--- src/design/cpmd_pkg.sv ---
// shared types, constants and helpers for the convex polygon distance block
package cpmd_pkg;

	localparam int MAX_VERTS = 1024;
	localparam int IDX_W     = $clog2(MAX_VERTS);
	localparam int CNT_W     = IDX_W + 1;
	localparam int ACC_W     = 50;
	localparam int DIST_W    = 25;
	localparam int REM_W     = 28;
	localparam int ITER_W    = 6;

	localparam logic [DIST_W-1:0] DIST_MAX   = {DIST_W{1'b1}};
	localparam logic [ITER_W-1:0] ITER_SQRT  = ITER_W'(ACC_W / 2);
	localparam logic [ITER_W-1:0] ITER_DIV   = ITER_W'(ACC_W);
	localparam logic [CNT_W-1:0]  MIN_VERTS  = CNT_W'(3);

	// request codes on the input tuser
	localparam logic [1:0] REQ_LOAD_A  = 2'd0;
	localparam logic [1:0] REQ_LOAD_B  = 2'd1;
	localparam logic [1:0] REQ_COMPUTE = 2'd2;

	typedef struct packed {
		logic signed [23:0] x;
		logic signed [23:0] y;
	} vtx_t;

	typedef struct packed {
		logic signed [24:0] x;
		logic signed [24:0] y;
	} dvec_t;

	// multiply-accumulate request and response
	typedef struct packed {
		logic  start;
		logic  dot;
		dvec_t u;
		dvec_t v;
	} mac_req_t;

	typedef struct packed {
		logic                    done;
		logic signed [ACC_W-1:0] acc;
	} mac_rsp_t;

	// root / divide request and response
	typedef struct packed {
		logic               start;
		logic               is_div;
		logic [ACC_W-1:0]   src;
		logic [DIST_W-1:0]  den;
	} rdv_req_t;

	typedef struct packed {
		logic             done;
		logic [ACC_W-1:0] res;
	} rdv_rsp_t;

	// vertex store read request
	typedef struct packed {
		logic             en;
		logic             poly_b;
		logic [IDX_W-1:0] idx;
	} vrd_req_t;

	typedef enum logic [1:0] {
		MP_IDLE,
		MP_MUL1,
		MP_MUL2,
		MP_ACC
	} mph_t;

	typedef enum logic [4:0] {
		ST_IDLE,
		ST_OR_RD,
		ST_OR_WT,
		ST_OR_GO,
		ST_OR_CHK,
		ST_SC_RD,
		ST_SC_WT,
		ST_FT_RD,
		ST_FT_WT,
		ST_AR_GO,
		ST_AR_CHK,
		ST_LN_GO,
		ST_LN_WT,
		ST_I1_GO,
		ST_I1_WT,
		ST_I2_GO,
		ST_I2_WT,
		ST_RT_GO,
		ST_RT_WT,
		ST_CX_GO,
		ST_CX_WT,
		ST_DV_GO,
		ST_DV_WT,
		ST_PD_GO,
		ST_PD_WT,
		ST_PR_GO,
		ST_PR_WT,
		ST_SP_END,
		ST_DONE
	} st_t;

	function automatic dvec_t vsub(vtx_t p, vtx_t q);
		dvec_t d;
		d.x = {p.x[23], p.x} - {q.x[23], q.x};
		d.y = {p.y[23], p.y} - {q.y[23], q.y};
		return d;
	endfunction

	function automatic logic [ACC_W-1:0] mag(logic signed [ACC_W-1:0] v);
		return v[ACC_W-1] ? ACC_W'(-v) : ACC_W'(v);
	endfunction

	function automatic logic [DIST_W-1:0] dsat(logic [ACC_W-1:0] v);
		return (v > ACC_W'(DIST_MAX)) ? DIST_MAX : v[DIST_W-1:0];
	endfunction

endpackage

--- src/design/cpmd_mac.sv ---
// shared multiplier: cross or dot product of two difference vectors
module cpmd_mac import cpmd_pkg::*; (
	input  logic     clk,
	input  logic     arst_n,
	input  mac_req_t req,
	output mac_rsp_t rsp
);

	mph_t ph_q, ph_nxt;
	logic dot_q;
	dvec_t u_q, v_q;
	logic signed [24:0]      mul_a, mul_b;
	logic signed [ACC_W-1:0] prod_c, prod_q, acc_q;
	logic                    done_q;

	// phase sequence
	always_comb begin
		case (ph_q)
			MP_IDLE: ph_nxt = req.start ? MP_MUL1 : MP_IDLE;
			MP_MUL1: ph_nxt = MP_MUL2;
			MP_MUL2: ph_nxt = MP_ACC;
			MP_ACC:  ph_nxt = MP_IDLE;
			default: ph_nxt = MP_IDLE;
		endcase
	end

	// operand select for the one multiplier
	always_comb begin
		mul_a = (ph_q == MP_MUL1) ? u_q.x : u_q.y;
		if (dot_q) mul_b = (ph_q == MP_MUL1) ? v_q.x : v_q.y;
		else       mul_b = (ph_q == MP_MUL1) ? v_q.y : v_q.x;
		prod_c = mul_a * mul_b;
	end

	always_ff @(posedge clk or negedge arst_n) begin
		if (!arst_n) begin
			ph_q   <= MP_IDLE;
			done_q <= 1'b0;
		end else begin
			ph_q   <= ph_nxt;
			done_q <= (ph_q == MP_ACC);
		end
	end

	// operands, product and accumulator
	always_ff @(posedge clk) begin
		case (ph_q)
			MP_IDLE: begin
				if (req.start) begin
					dot_q <= req.dot;
					u_q   <= req.u;
					v_q   <= req.v;
				end
			end
			MP_MUL1: prod_q <= prod_c;
			MP_MUL2: begin
				acc_q  <= prod_q;
				prod_q <= prod_c;
			end
			MP_ACC:  acc_q <= dot_q ? acc_q + prod_q : acc_q - prod_q;
			default: ;
		endcase
	end

	assign rsp.done = done_q;
	assign rsp.acc  = acc_q;

endmodule

--- config.mk ---
export PLATFORM = sky130hd
export DESIGN_NAME = cpmd_mac
export DESIGN_NICKNAME = d
export VERILOG_FILES = /design/src/design/cpmd_pkg.sv /design/src/design/cpmd_mac.sv
export SDC_FILE = /design/constraint.sdc
export NUM_CORES = 2
export LEC_CHECK = 0
export ABC_AREA = 0
export BUFFER_PORTS_ARGS = -buffer_cell sky130_fd_sc_hd__buf_2
export CORE_MARGIN = 2
export CORE_UTILIZATION = 30
export CTS_CLUSTER_SIZE = 40
export DETAILED_ROUTE_END_ITERATION = 16
export GPL_ROUTABILITY_DRIVEN = 1
export HOLD_SLACK_MARGIN = 0.03
export SLEW_MARGIN = 30
export SYNTH_ARGS = -nofsm -noshare
export SYNTH_HDL_FRONTEND = slang
export SYNTH_SLANG_ARGS = --single-unit
--- constraint.sdc ---
create_clock -name clk -period 21.5 [get_ports clk]
set_clock_uncertainty 0.15 [all_clocks]
set_input_delay 4.3 -clock clk [delete_from_list [all_inputs] [get_ports clk]]
set_output_delay 4.3 -clock clk [all_outputs]
set_load 0.02 [all_outputs]
==> results.md <==
* Initial antenna violation count at 1
* Gate Count Post-Synth at about 3500
* Vias in the first global route at 26500
* Post-synth EDFFs at approximately 200
* Crit path from: ph_q[1]$_DFF_PN0_
* Initial Util at 0.302
* Via density at 4.86
* Reg-to-Reg Start: ph_q[1]$_DFF_PN0_
* Yosys warnings at 0
* Row Count at 123
* Hold WC Path Type: reg2reg
* Postcts setup bufs at 0
* Worst Path Max Fanout at 52
* Final Hold Violating Endpoints at 0
* Reg2Reg Depth at 30
* Synth top area cells: fa_1 39%, edfxtp_1 18%, inv_1 7.6%
* Reg2reg setup slack at approximately 11 ns
* Placed Area at between 0.03 and 0.04 mm^2
* RSZ-0062 raised after global routing: no
* Critical Path Sink: prod_q[49]$_DFFE_PP_
* Worst-margin pin slew at approximately 1 ns
* Register area share after synthesis at 0.181
* Slew Limit Fails at 0
* Cell with the most instances after synthesis: inv_1
* Core area at 0.112 mm^2
* Hold buffers post-CTS at 0
* Antenna diode count at 0
* Slowest stage cell on the critical path: fa_1
* Yosys cell types at between 70 and 80
* Share of layout cells above drive strength 1 at 0.102
* WS Path Type: reg2reg
* Routability congestion estimate at ~0.93
* Detailed Route WL at around 99000 um
* Worst setup EP type: flip-flop
* Async set-reset flop share out of synthesis at 0.0147
* # setup viols final at 0
* Slew HR at 0.345
* Max Cap Viol at 0
* Num ports at between 150 and 200
* Overflow after GRT at 0
* Critical Path AT at around 10 ns
* Die Height at about 340 um
* Total Neg Setup Slack at 0 ns
* CTS Root Buffer Type: clkbuf_16
* # resized after CTS at 0
* Post-synthesis sequential element count at between 200 and 250
* Drt pass-1 iters at 5
* Detail Route Antenna Nets at 0
* Fin crit share at 0.473
* Synth cell count leaders: 683 x inv_1, 659 x fa_1, 404 x nor2_1, 366 x nand2_1, 201 x edfxtp_1
* Die Wd at roughly 340 um
* Max Clock Freq at between 90 and 100 MHz
* First-iteration detailed-routing DRC count at 1632
* Design Area, Final at about 0.037 mm^2
* Most frequent CP cell: inv_1
* Post-synth top flop: edfxtp_1
* Critical R2R Capture: prod_q[49]$_DFFE_PP_
* Min Tclk post-route at about 10 ns
* Startpoint Class: flip-flop
* Mean Syn Cell Area at slightly below 10 um^2
* H-tree Lvls at 1
* DRC Markers at 0
* CTS tree: built
* Outcome: finished clean
* Area Overhead vs Synth at 10.2%
* Vias at between 20000 and 25000
* CP required at approximately 22 ns
* Largest net degree at the start of global routing at ~80
* Net count, final at approximately 4500
* Clock latency on the worst-skew pair at ~0.57 ns
* First-pass GRT wire length at between 150000 and 200000 um
* Die ar. at between 0.1 and 0.15 mm^2
* Post-synth top area share at 0.390
* IO Port Bufs at 154
* Detail Placement HPWL at roughly 82000 um
* Cell area after synthesis at between 0.03 and 0.04 mm^2
* Clock-pin slew on the worst setup and hold paths at 0.06 ns
* CTS Sinks at 204
* Clock buffer count from CTS at 25
* Area leader, netlist: fa_1
* CTS Buffer Depth at 3
* Worst stage delay on the critical path at about 0.74 ns
* WL/cell at between 15 and 20 um
* Synth Net Count at 4416
* Gr usage total at 0.175
[layout make-up]
class	instances	area [um^2]
Fill cell	11600	74800
Multi-Input combinational cell	2435	24700
Sequential cell	204	6110
Inverter	685	2570
Tap cell	1500	1880
Timing Repair Buffer	202	1130
Clock buffer	27	633
Clock inverter	16	190
[logic make-up after synthesis]
group,after synthesis,synth area share
AO/OA/AOI/OAI,362,0.0681
XOR/XNOR,131,0.0342
adder cells (fa/ha/maj),856,0.463
buffers and inverters,817,0.0911
flip-flops,204,0.181
multiplexers,129,0.0411
AND/OR/NAND/NOR,957,0.121
[worst min path at each step]
stage                          endpoint  slack [ns]  cells past startpoint                  from
floorplan           acc_q[28]$_DFFE_PP_        0.41                      1  prod_q[28]$_DFFE_PP_
global placement    acc_q[49]$_DFFE_PP_        0.42                      1  prod_q[49]$_DFFE_PP_
detailed placement  acc_q[49]$_DFFE_PP_        0.42                      1  prod_q[49]$_DFFE_PP_
CTS                 acc_q[49]$_DFFE_PP_        0.44                      1  prod_q[49]$_DFFE_PP_
global route        acc_q[49]$_DFFE_PP_        0.45                      1  prod_q[49]$_DFFE_PP_
finish              acc_q[49]$_DFFE_PP_        0.43                      1  prod_q[49]$_DFFE_PP_
[registers in the layout, summed over array words and instances, names as in the netlist]
register	count
prod_q	50
u_q	50
ph_q	2
dot_q	1
acc_q	50
done_q	1
v_q	50
[worst max-delay path: cells and delay by family (launching register included)]
kind / cells / cell delay (ns)
AO/OA/AOI/OAI: 2 / 0.38
adder cells (fa/ha/maj): 9 / 4.33
buffers and inverters: 12 / 2.56
flip-flops: 1 / 0.39
multiplexers: 3 / 0.66
AND/OR/NAND/NOR: 4 / 1.27
[routing by layer]
layer | global-route usage | up-vias | share of wire
met1 | 0.231 | 12600 | 0.43
met3 | 0.0323 | 197 | 0.076
li1 | - | 11000 | -
met5 | 0 | - | 0
met4 | 0.0595 | 0 | 0.038
met2 | 0.287 | 901 | 0.46
[cell usage in the layout (no fill, tap or decap), drive strengths merged, types with 16 or more instances in the layout]
cell,instances
clkbuf,27
nand2,366
nor4,16
nor3,23
a21oi,123
o21bai,18
nor2,404
ha,197
nand4,23
fa,659
mux2,78
buf,202
inv,686
nand3,23
nor2b,17
a21o,67
xor2,63
edfxtp,201
and3,16
and2,19
xnor2,68
nand2b,19
o21ai,61
mux2i,51
[stage by stage]
stage,cells,hold slack (ns),util,setup slack (ns)
2_1_floorplan,3456,0.410,-,12.78
3_3_place_gp,5026,0.417,0.325,11.49
3_5_place_dp,5026,0.423,0.325,11.32
4_1_cts,5069,0.435,0.332,11.33
5_1_grt,5069,0.455,0.332,10.73
6_report,5069,0.428,0.332,11.33
Power is not shown: default switching activity piles up to over one toggle a cycle in this logic, so the estimate is an artifact.
