## src/design/cpmd_pkg.sv

```systemverilog
// shared types, constants and helpers for the convex polygon distance block
package cpmd_pkg;

	localparam int MAX_VERTS = 1024;
	localparam int IDX_W     = $clog2(MAX_VERTS);
	localparam int CNT_W     = IDX_W + 1;
	localparam int ACC_W     = 50;
	localparam int DIST_W    = 25;
	localparam int REM_W     = 28;
	localparam int ITER_W    = 6;

	localparam logic [DIST_W-1:0] DIST_MAX   = {DIST_W{1'b1}};
	localparam logic [ITER_W-1:0] ITER_SQRT  = ITER_W'(ACC_W / 2);
	localparam logic [ITER_W-1:0] ITER_DIV   = ITER_W'(ACC_W);
	localparam logic [CNT_W-1:0]  MIN_VERTS  = CNT_W'(3);

	// request codes on the input tuser
	localparam logic [1:0] REQ_LOAD_A  = 2'd0;
	localparam logic [1:0] REQ_LOAD_B  = 2'd1;
	localparam logic [1:0] REQ_COMPUTE = 2'd2;

	typedef struct packed {
		logic signed [23:0] x;
		logic signed [23:0] y;
	} vtx_t;

	typedef struct packed {
		logic signed [24:0] x;
		logic signed [24:0] y;
	} dvec_t;

	// multiply-accumulate request and response
	typedef struct packed {
		logic  start;
		logic  dot;
		dvec_t u;
		dvec_t v;
	} mac_req_t;

	typedef struct packed {
		logic                    done;
		logic signed [ACC_W-1:0] acc;
	} mac_rsp_t;

	// root / divide request and response
	typedef struct packed {
		logic               start;
		logic               is_div;
		logic [ACC_W-1:0]   src;
		logic [DIST_W-1:0]  den;
	} rdv_req_t;

	typedef struct packed {
		logic             done;
		logic [ACC_W-1:0] res;
	} rdv_rsp_t;

	// vertex store read request
	typedef struct packed {
		logic             en;
		logic             poly_b;
		logic [IDX_W-1:0] idx;
	} vrd_req_t;

	typedef enum logic [1:0] {
		MP_IDLE,
		MP_MUL1,
		MP_MUL2,
		MP_ACC
	} mph_t;

	typedef enum logic [4:0] {
		ST_IDLE,
		ST_OR_RD,
		ST_OR_WT,
		ST_OR_GO,
		ST_OR_CHK,
		ST_SC_RD,
		ST_SC_WT,
		ST_FT_RD,
		ST_FT_WT,
		ST_AR_GO,
		ST_AR_CHK,
		ST_LN_GO,
		ST_LN_WT,
		ST_I1_GO,
		ST_I1_WT,
		ST_I2_GO,
		ST_I2_WT,
		ST_RT_GO,
		ST_RT_WT,
		ST_CX_GO,
		ST_CX_WT,
		ST_DV_GO,
		ST_DV_WT,
		ST_PD_GO,
		ST_PD_WT,
		ST_PR_GO,
		ST_PR_WT,
		ST_SP_END,
		ST_DONE
	} st_t;

	function automatic dvec_t vsub(vtx_t p, vtx_t q);
		dvec_t d;
		d.x = {p.x[23], p.x} - {q.x[23], q.x};
		d.y = {p.y[23], p.y} - {q.y[23], q.y};
		return d;
	endfunction

	function automatic logic [ACC_W-1:0] mag(logic signed [ACC_W-1:0] v);
		return v[ACC_W-1] ? ACC_W'(-v) : ACC_W'(v);
	endfunction

	function automatic logic [DIST_W-1:0] dsat(logic [ACC_W-1:0] v);
		return (v > ACC_W'(DIST_MAX)) ? DIST_MAX : v[DIST_W-1:0];
	endfunction

endpackage

```

## src/design/cpmd_rootdiv.sv

```systemverilog
// bit-serial integer square root and divider sharing one subtract-compare
module cpmd_rootdiv import cpmd_pkg::*; (
	input  logic     clk,
	input  logic     arst_n,
	input  rdv_req_t req,
	output rdv_rsp_t rsp
);

	logic              busy_q, done_q, div_q;
	logic [ITER_W-1:0] n_q;
	logic [ACC_W-1:0]  src_q, res_q;
	logic [REM_W-1:0]  rem_q;
	logic [DIST_W-1:0] den_q;
	logic [REM_W-1:0]  shifted, trial, diff;
	logic              ge;

	// one root digit or one quotient bit per cycle
	always_comb begin
		if (div_q) begin
			shifted = {rem_q[REM_W-2:0], src_q[ACC_W-1]};
			trial   = REM_W'(den_q);
		end else begin
			shifted = {rem_q[REM_W-3:0], src_q[ACC_W-1:ACC_W-2]};
			trial   = {1'b0, res_q[DIST_W-1:0], 2'b01};
		end
		ge   = (shifted >= trial);
		diff = shifted - trial;
	end

	always_ff @(posedge clk or negedge arst_n) begin
		if (!arst_n) begin
			busy_q <= 1'b0;
			done_q <= 1'b0;
		end else begin
			done_q <= 1'b0;
			if (req.start) begin
				busy_q <= 1'b1;
			end else if (busy_q && n_q == ITER_W'(1)) begin
				busy_q <= 1'b0;
				done_q <= 1'b1;
			end
		end
	end

	always_ff @(posedge clk) begin
		if (req.start) begin
			div_q <= req.is_div;
			src_q <= req.src;
			den_q <= req.den;
			rem_q <= '0;
			res_q <= '0;
			n_q   <= req.is_div ? ITER_DIV : ITER_SQRT;
		end else if (busy_q) begin
			rem_q <= ge ? diff : shifted;
			res_q <= {res_q[ACC_W-2:0], ge};
			src_q <= div_q ? {src_q[ACC_W-2:0], 1'b0} : {src_q[ACC_W-3:0], 2'b00};
			n_q   <= n_q - ITER_W'(1);
		end
	end

	assign rsp.done = done_q;
	assign rsp.res  = res_q;

endmodule
```

## config.mk

```make
export PLATFORM = sky130hd
export DESIGN_NAME = cpmd_rootdiv
export DESIGN_NICKNAME = d
export VERILOG_FILES = /design/src/design/cpmd_pkg.sv /design/src/design/cpmd_rootdiv.sv
export SDC_FILE = /design/constraint.sdc
export NUM_CORES = 1
export LEC_CHECK = 0
export BUFFER_PORTS_ARGS = -buffer_cell sky130_fd_sc_hd__buf_2
export CAP_MARGIN = 0
export CORE_MARGIN = 2
export CORE_UTILIZATION = 40
export DETAILED_ROUTE_END_ITERATION = 7
export MAX_ROUTING_LAYER = met4
export PLACE_DENSITY_LB_ADDON = 0.05
export RECOVER_POWER = 50
export SLEW_MARGIN = 20
export SYNTH_ARGS = -nofsm -noshare
export SYNTH_HDL_FRONTEND = slang
export SYNTH_SLANG_ARGS = --single-unit
```

## constraint.sdc

```tcl
create_clock -name clk -period 4.33 [get_ports clk]
set_input_delay 0.866 -clock clk [delete_from_list [all_inputs] [get_ports clk]]
set_output_delay 0.866 -clock clk [all_outputs]
set_load 0.005 [all_outputs]
```

==> results.md <==
Power:
- In this run the static leakage power is about 4.6 nW.
- The power per unit of standard cell area is 570 nW/um^2.
- The total power consumption of the routed design is ~5.7 mW.
- The maximum vdd drop is 0.292 mV.

Clocking:
- TritonCTS built the clock tree.
- The clock latency at the later pin of the worst-skew pair is between 400 and 500 ps.
- The longest clock path from root to sink contains 2 buffers.
- The H-tree was split into 4 levels.
- The post-cts sizing count is 0.
- The clock transition time at the flip-flop clock pins of the worst setup and hold paths is 70 ps.
- The master cell of the clock root buffer is clkbuf_16.
- The number of clock sinks is 161.
- Counting the buffers created by CTS gives 17.
- The number of setup buffers added after CTS is 0.
- The hold buffer count at CTS is 0.

Floorplanning:
- The number of I/O pins is 130.
- Row generation in the floorplan step produced 53 rows.
- In this run the vertical extent of the chip is 151 um.
- The initial utilization of the core area, before any placement, comes to about two fifths.
- The die covers 22,700 um^2.
- The core area is about 21,000 um^2.
- The die outline width is 151 um.

Job:
- Across the run, the number of max-cap violations was 2.

Yosys:
- The share of flip-flops with an asynchronous set or reset is between 1 and 1.5%.
- The post-synthesis net count is 939.
- The post-synthesis sequential element count is approximately 160.
- The mapped cell area is 8600 um^2.
- The sequential element share of the synthesized area is about 47%.
- Yosys mapped a number of flops with a built-in enable equal to 82.
- The number of distinct library cells after synthesis is 60.
- The most common flop cell mapped by yosys is edfxtp_1.
- The number of warnings reported in the yosys synthesis log is 0.
- In the synthesized netlist, the number of instances is 830.
- The mean instance size in the synthesized netlist is 10.4 um^2.

Global route:
- The via count of the first global-routing pass came to 6,271.
- Global routing consumed, over all layers together, between 10% and 20% of the routing resources.
- The maximum number of pins on one net before global-route repair is 107.
- The wire length of the first global-routing pass is 31.7 mm.
- Global routing finished with a remaining overflow of 0.
- The initial antenna violation count was 0.

Timing:
- The share of the clock period used by the worst path after layout is 88.1%.
- The count of pins over their slew limit is roughly 180.
- Setup repair after global routing left no endpoint under its margin.
- The maximum clock frequency is 262 MHz.
- For the pin with the worst max-slew slack, the measured transition is 1850 ps.
- The final-layout setup total negative slack is 0 ps.
- On the final layout, the worst hold slack is about 210 ps.
- The clock arrives with 12.2 ps of skew.
- The post-route minimum period is 3820 ps.
- The final count of hold timing violations is 0.
- Setup violations remaining at the end of the flow were counted as 0.
- Headroom to the max-slew limit came out at -23.4%.

Cells and area:
- Leaving out fill and tap cells, the most frequent cells in the layout are 131 x mux2i_1, 98 x nor2_1, 98 x buf_2.
- At the end of the flow, the number of nets in the layout was about 1,000.
- The register area is 4050 um^2.
- 0 antenna diodes ended up in the layout.
- Leaving out fill and tap cells, the most frequent cell in the layout is mux2i_1.
- In the final layout, the share of cells above drive strength 1 is a little under a fifth.
- For this run, the number of standard cells in the final layout without fillers is ~1,200.
- Relative to the synthesized area, the layout overhead comes to 16.2%.
- The number of fill cells is around 2,000.
- The area of combinational cells with multiple inputs is 4270 um^2.

Route:
- The routed layout has 6,412 vias.
- The iteration-0 DRC count of the detailed router is 425.
- The routed via count divided by cell count is 5.24.
- The average wire length per cell after detail routing is 15.8 um.
- The pre-antenna-repair detailed-routing pass consisted of 7 iterations.
- In this run the remaining antenna-violating nets after routing total 0.
- Wires add up to 19.4 mm.
- For this run, design rule violations remaining after detail routing come to 0.

Hold path:
- The path class of the lowest-slack min-delay path is input pin to asynchronous set/reset pin.

Critical path:
- The setup check on the worst reg-to-reg path leaves a slack of 510 ps.
- At the worst endpoint, the required time is 4560 ps.
- The endpoint class of the critical path is a register.
- Along the worst path, the maximum fanout reaches 27.
- The arrival time at the worst endpoint is roughly 4100 ps.
- The classification of the worst setup path is register to register.
- The startpoint type of the worst setup path is a register.

Placement:
- The count of input and output buffers is around 130.
- The number of cells in the design after placement is 1,192.
- Detailed placement ended at an HPWL of 13.3 mm.
- The final weighted congestion in routability-driven placement is approximately 0.90.

Status:
- The run finished, with violations left.
- The final reports fail on max-capacitance violations, max-slew violations.
-- area by class of cell --
type / count / share of cell area (%)
clock buffers: 17 / 4.26
clock inverters: 15 / 1.63
inverters: 10 / 0.376
multi-input cells: 605 / 42.7
flip-flops and latches: 161 / 40.6
well taps: 275 / 3.44
repair buffers: 141 / 7.00
-- flip-flops by register name (all words and copies together), names as in the netlist --
signal  cells
res_q      50
div_q       1
done_q      1
n_q         6
busy_q      1
rem_q      27
den_q      25
src_q      50
-- through the flow --
stage	instance area [um^2]	setup slack (ps)	util, %
after floorplan	8600	477	-
after global placement	9450	643	44.8
after detailed placement	9450	543	44.8
after CTS	10000	540	47.6
after global routing	9990	210	47.4
final	9990	514	47.4
-- report_power, final --
part           switching (mW)  total, mW  leakage (nW)  internal [mW]
combinational            1.24       2.25          2.75           1.01
clock                   0.696       1.52         0.284          0.821
sequential              0.117       1.93          1.52           1.81
-- synth_stat cells, types with 5 or more instances --
master | n | area [um^2]
clkbuf_1 | 40 | 150
nand3_1 | 5 | 25.0
xor2_1 | 8 | 70.1
nand2b_1 | 6 | 37.5
nand2_1 | 67 | 251
a21o_1 | 9 | 67.6
a21oi_1 | 38 | 190
inv_1 | 10 | 37.5
nor2_1 | 98 | 368
dfxtp_1 | 77 | 1540
xnor2_1 | 17 | 149
o211ai_1 | 5 | 37.5
ha_1 | 29 | 363
o21a_1 | 5 | 37.5
nor3_1 | 6 | 30.0
o21ai_1 | 5 | 25.0
nor2b_1 | 8 | 50.1
mux2i_1 | 131 | 1310
mux2_2 | 27 | 304
edfxtp_1 | 82 | 2460
buf_1 | 6 | 22.5
a211oi_1 | 19 | 143
o21ai_0 | 65 | 325
o21bai_1 | 6 | 45.0
-- path summary, 6_finish.rpt --
| check | cells past startpoint | from | to |
|---|---|---|---|
| max in group asynchronous | 1 | arst_n | busy_q |
| worst max register to register | 11 | div_q | rem_q[7] |
| min in group clk | 2 | rem_q[2] | rem_q[2] |
| worst max-delay path | 11 | div_q | rem_q[7] |
| worst min-delay path | 1 | arst_n | done_q |
| worst min register to register | 2 | rem_q[2] | rem_q[2] |
-- cells by family after synthesis --
| group | share of synthesized area (%) |
|---|---|
| AOI/OAI and AO/OA | 12.8 |
| xor gates and xnor gates | 2.55 |
| adders and majority gates | 4.45 |
| buffers and inverters | 3.19 |
| DFF | 47.1 |
| muxes | 18.8 |
| and+or+nand+nor | 11.1 |
-- critical path, cell delays in order (launching register included) --
cell and delay [ps]:
edfxtp_1 450, buf_4 410, mux2_2 400, ha_1 350, a21oi_1 220, o21ai_0 140
a2111oi_1 560, o22ai_2 260, nor2_4 170, buf_4 310, mux2i_1 220, a211oi_1 80
-- layer usage --
metal | track usage, % | routed length (um)
met1 | 24.4 | 9430
met2 | 27.1 | 8770
met3 | 4.06 | 1020
met4 | 5.33 | 144
met5 | - | 0
No activity file was read; power rests on OpenSTA's default activity.
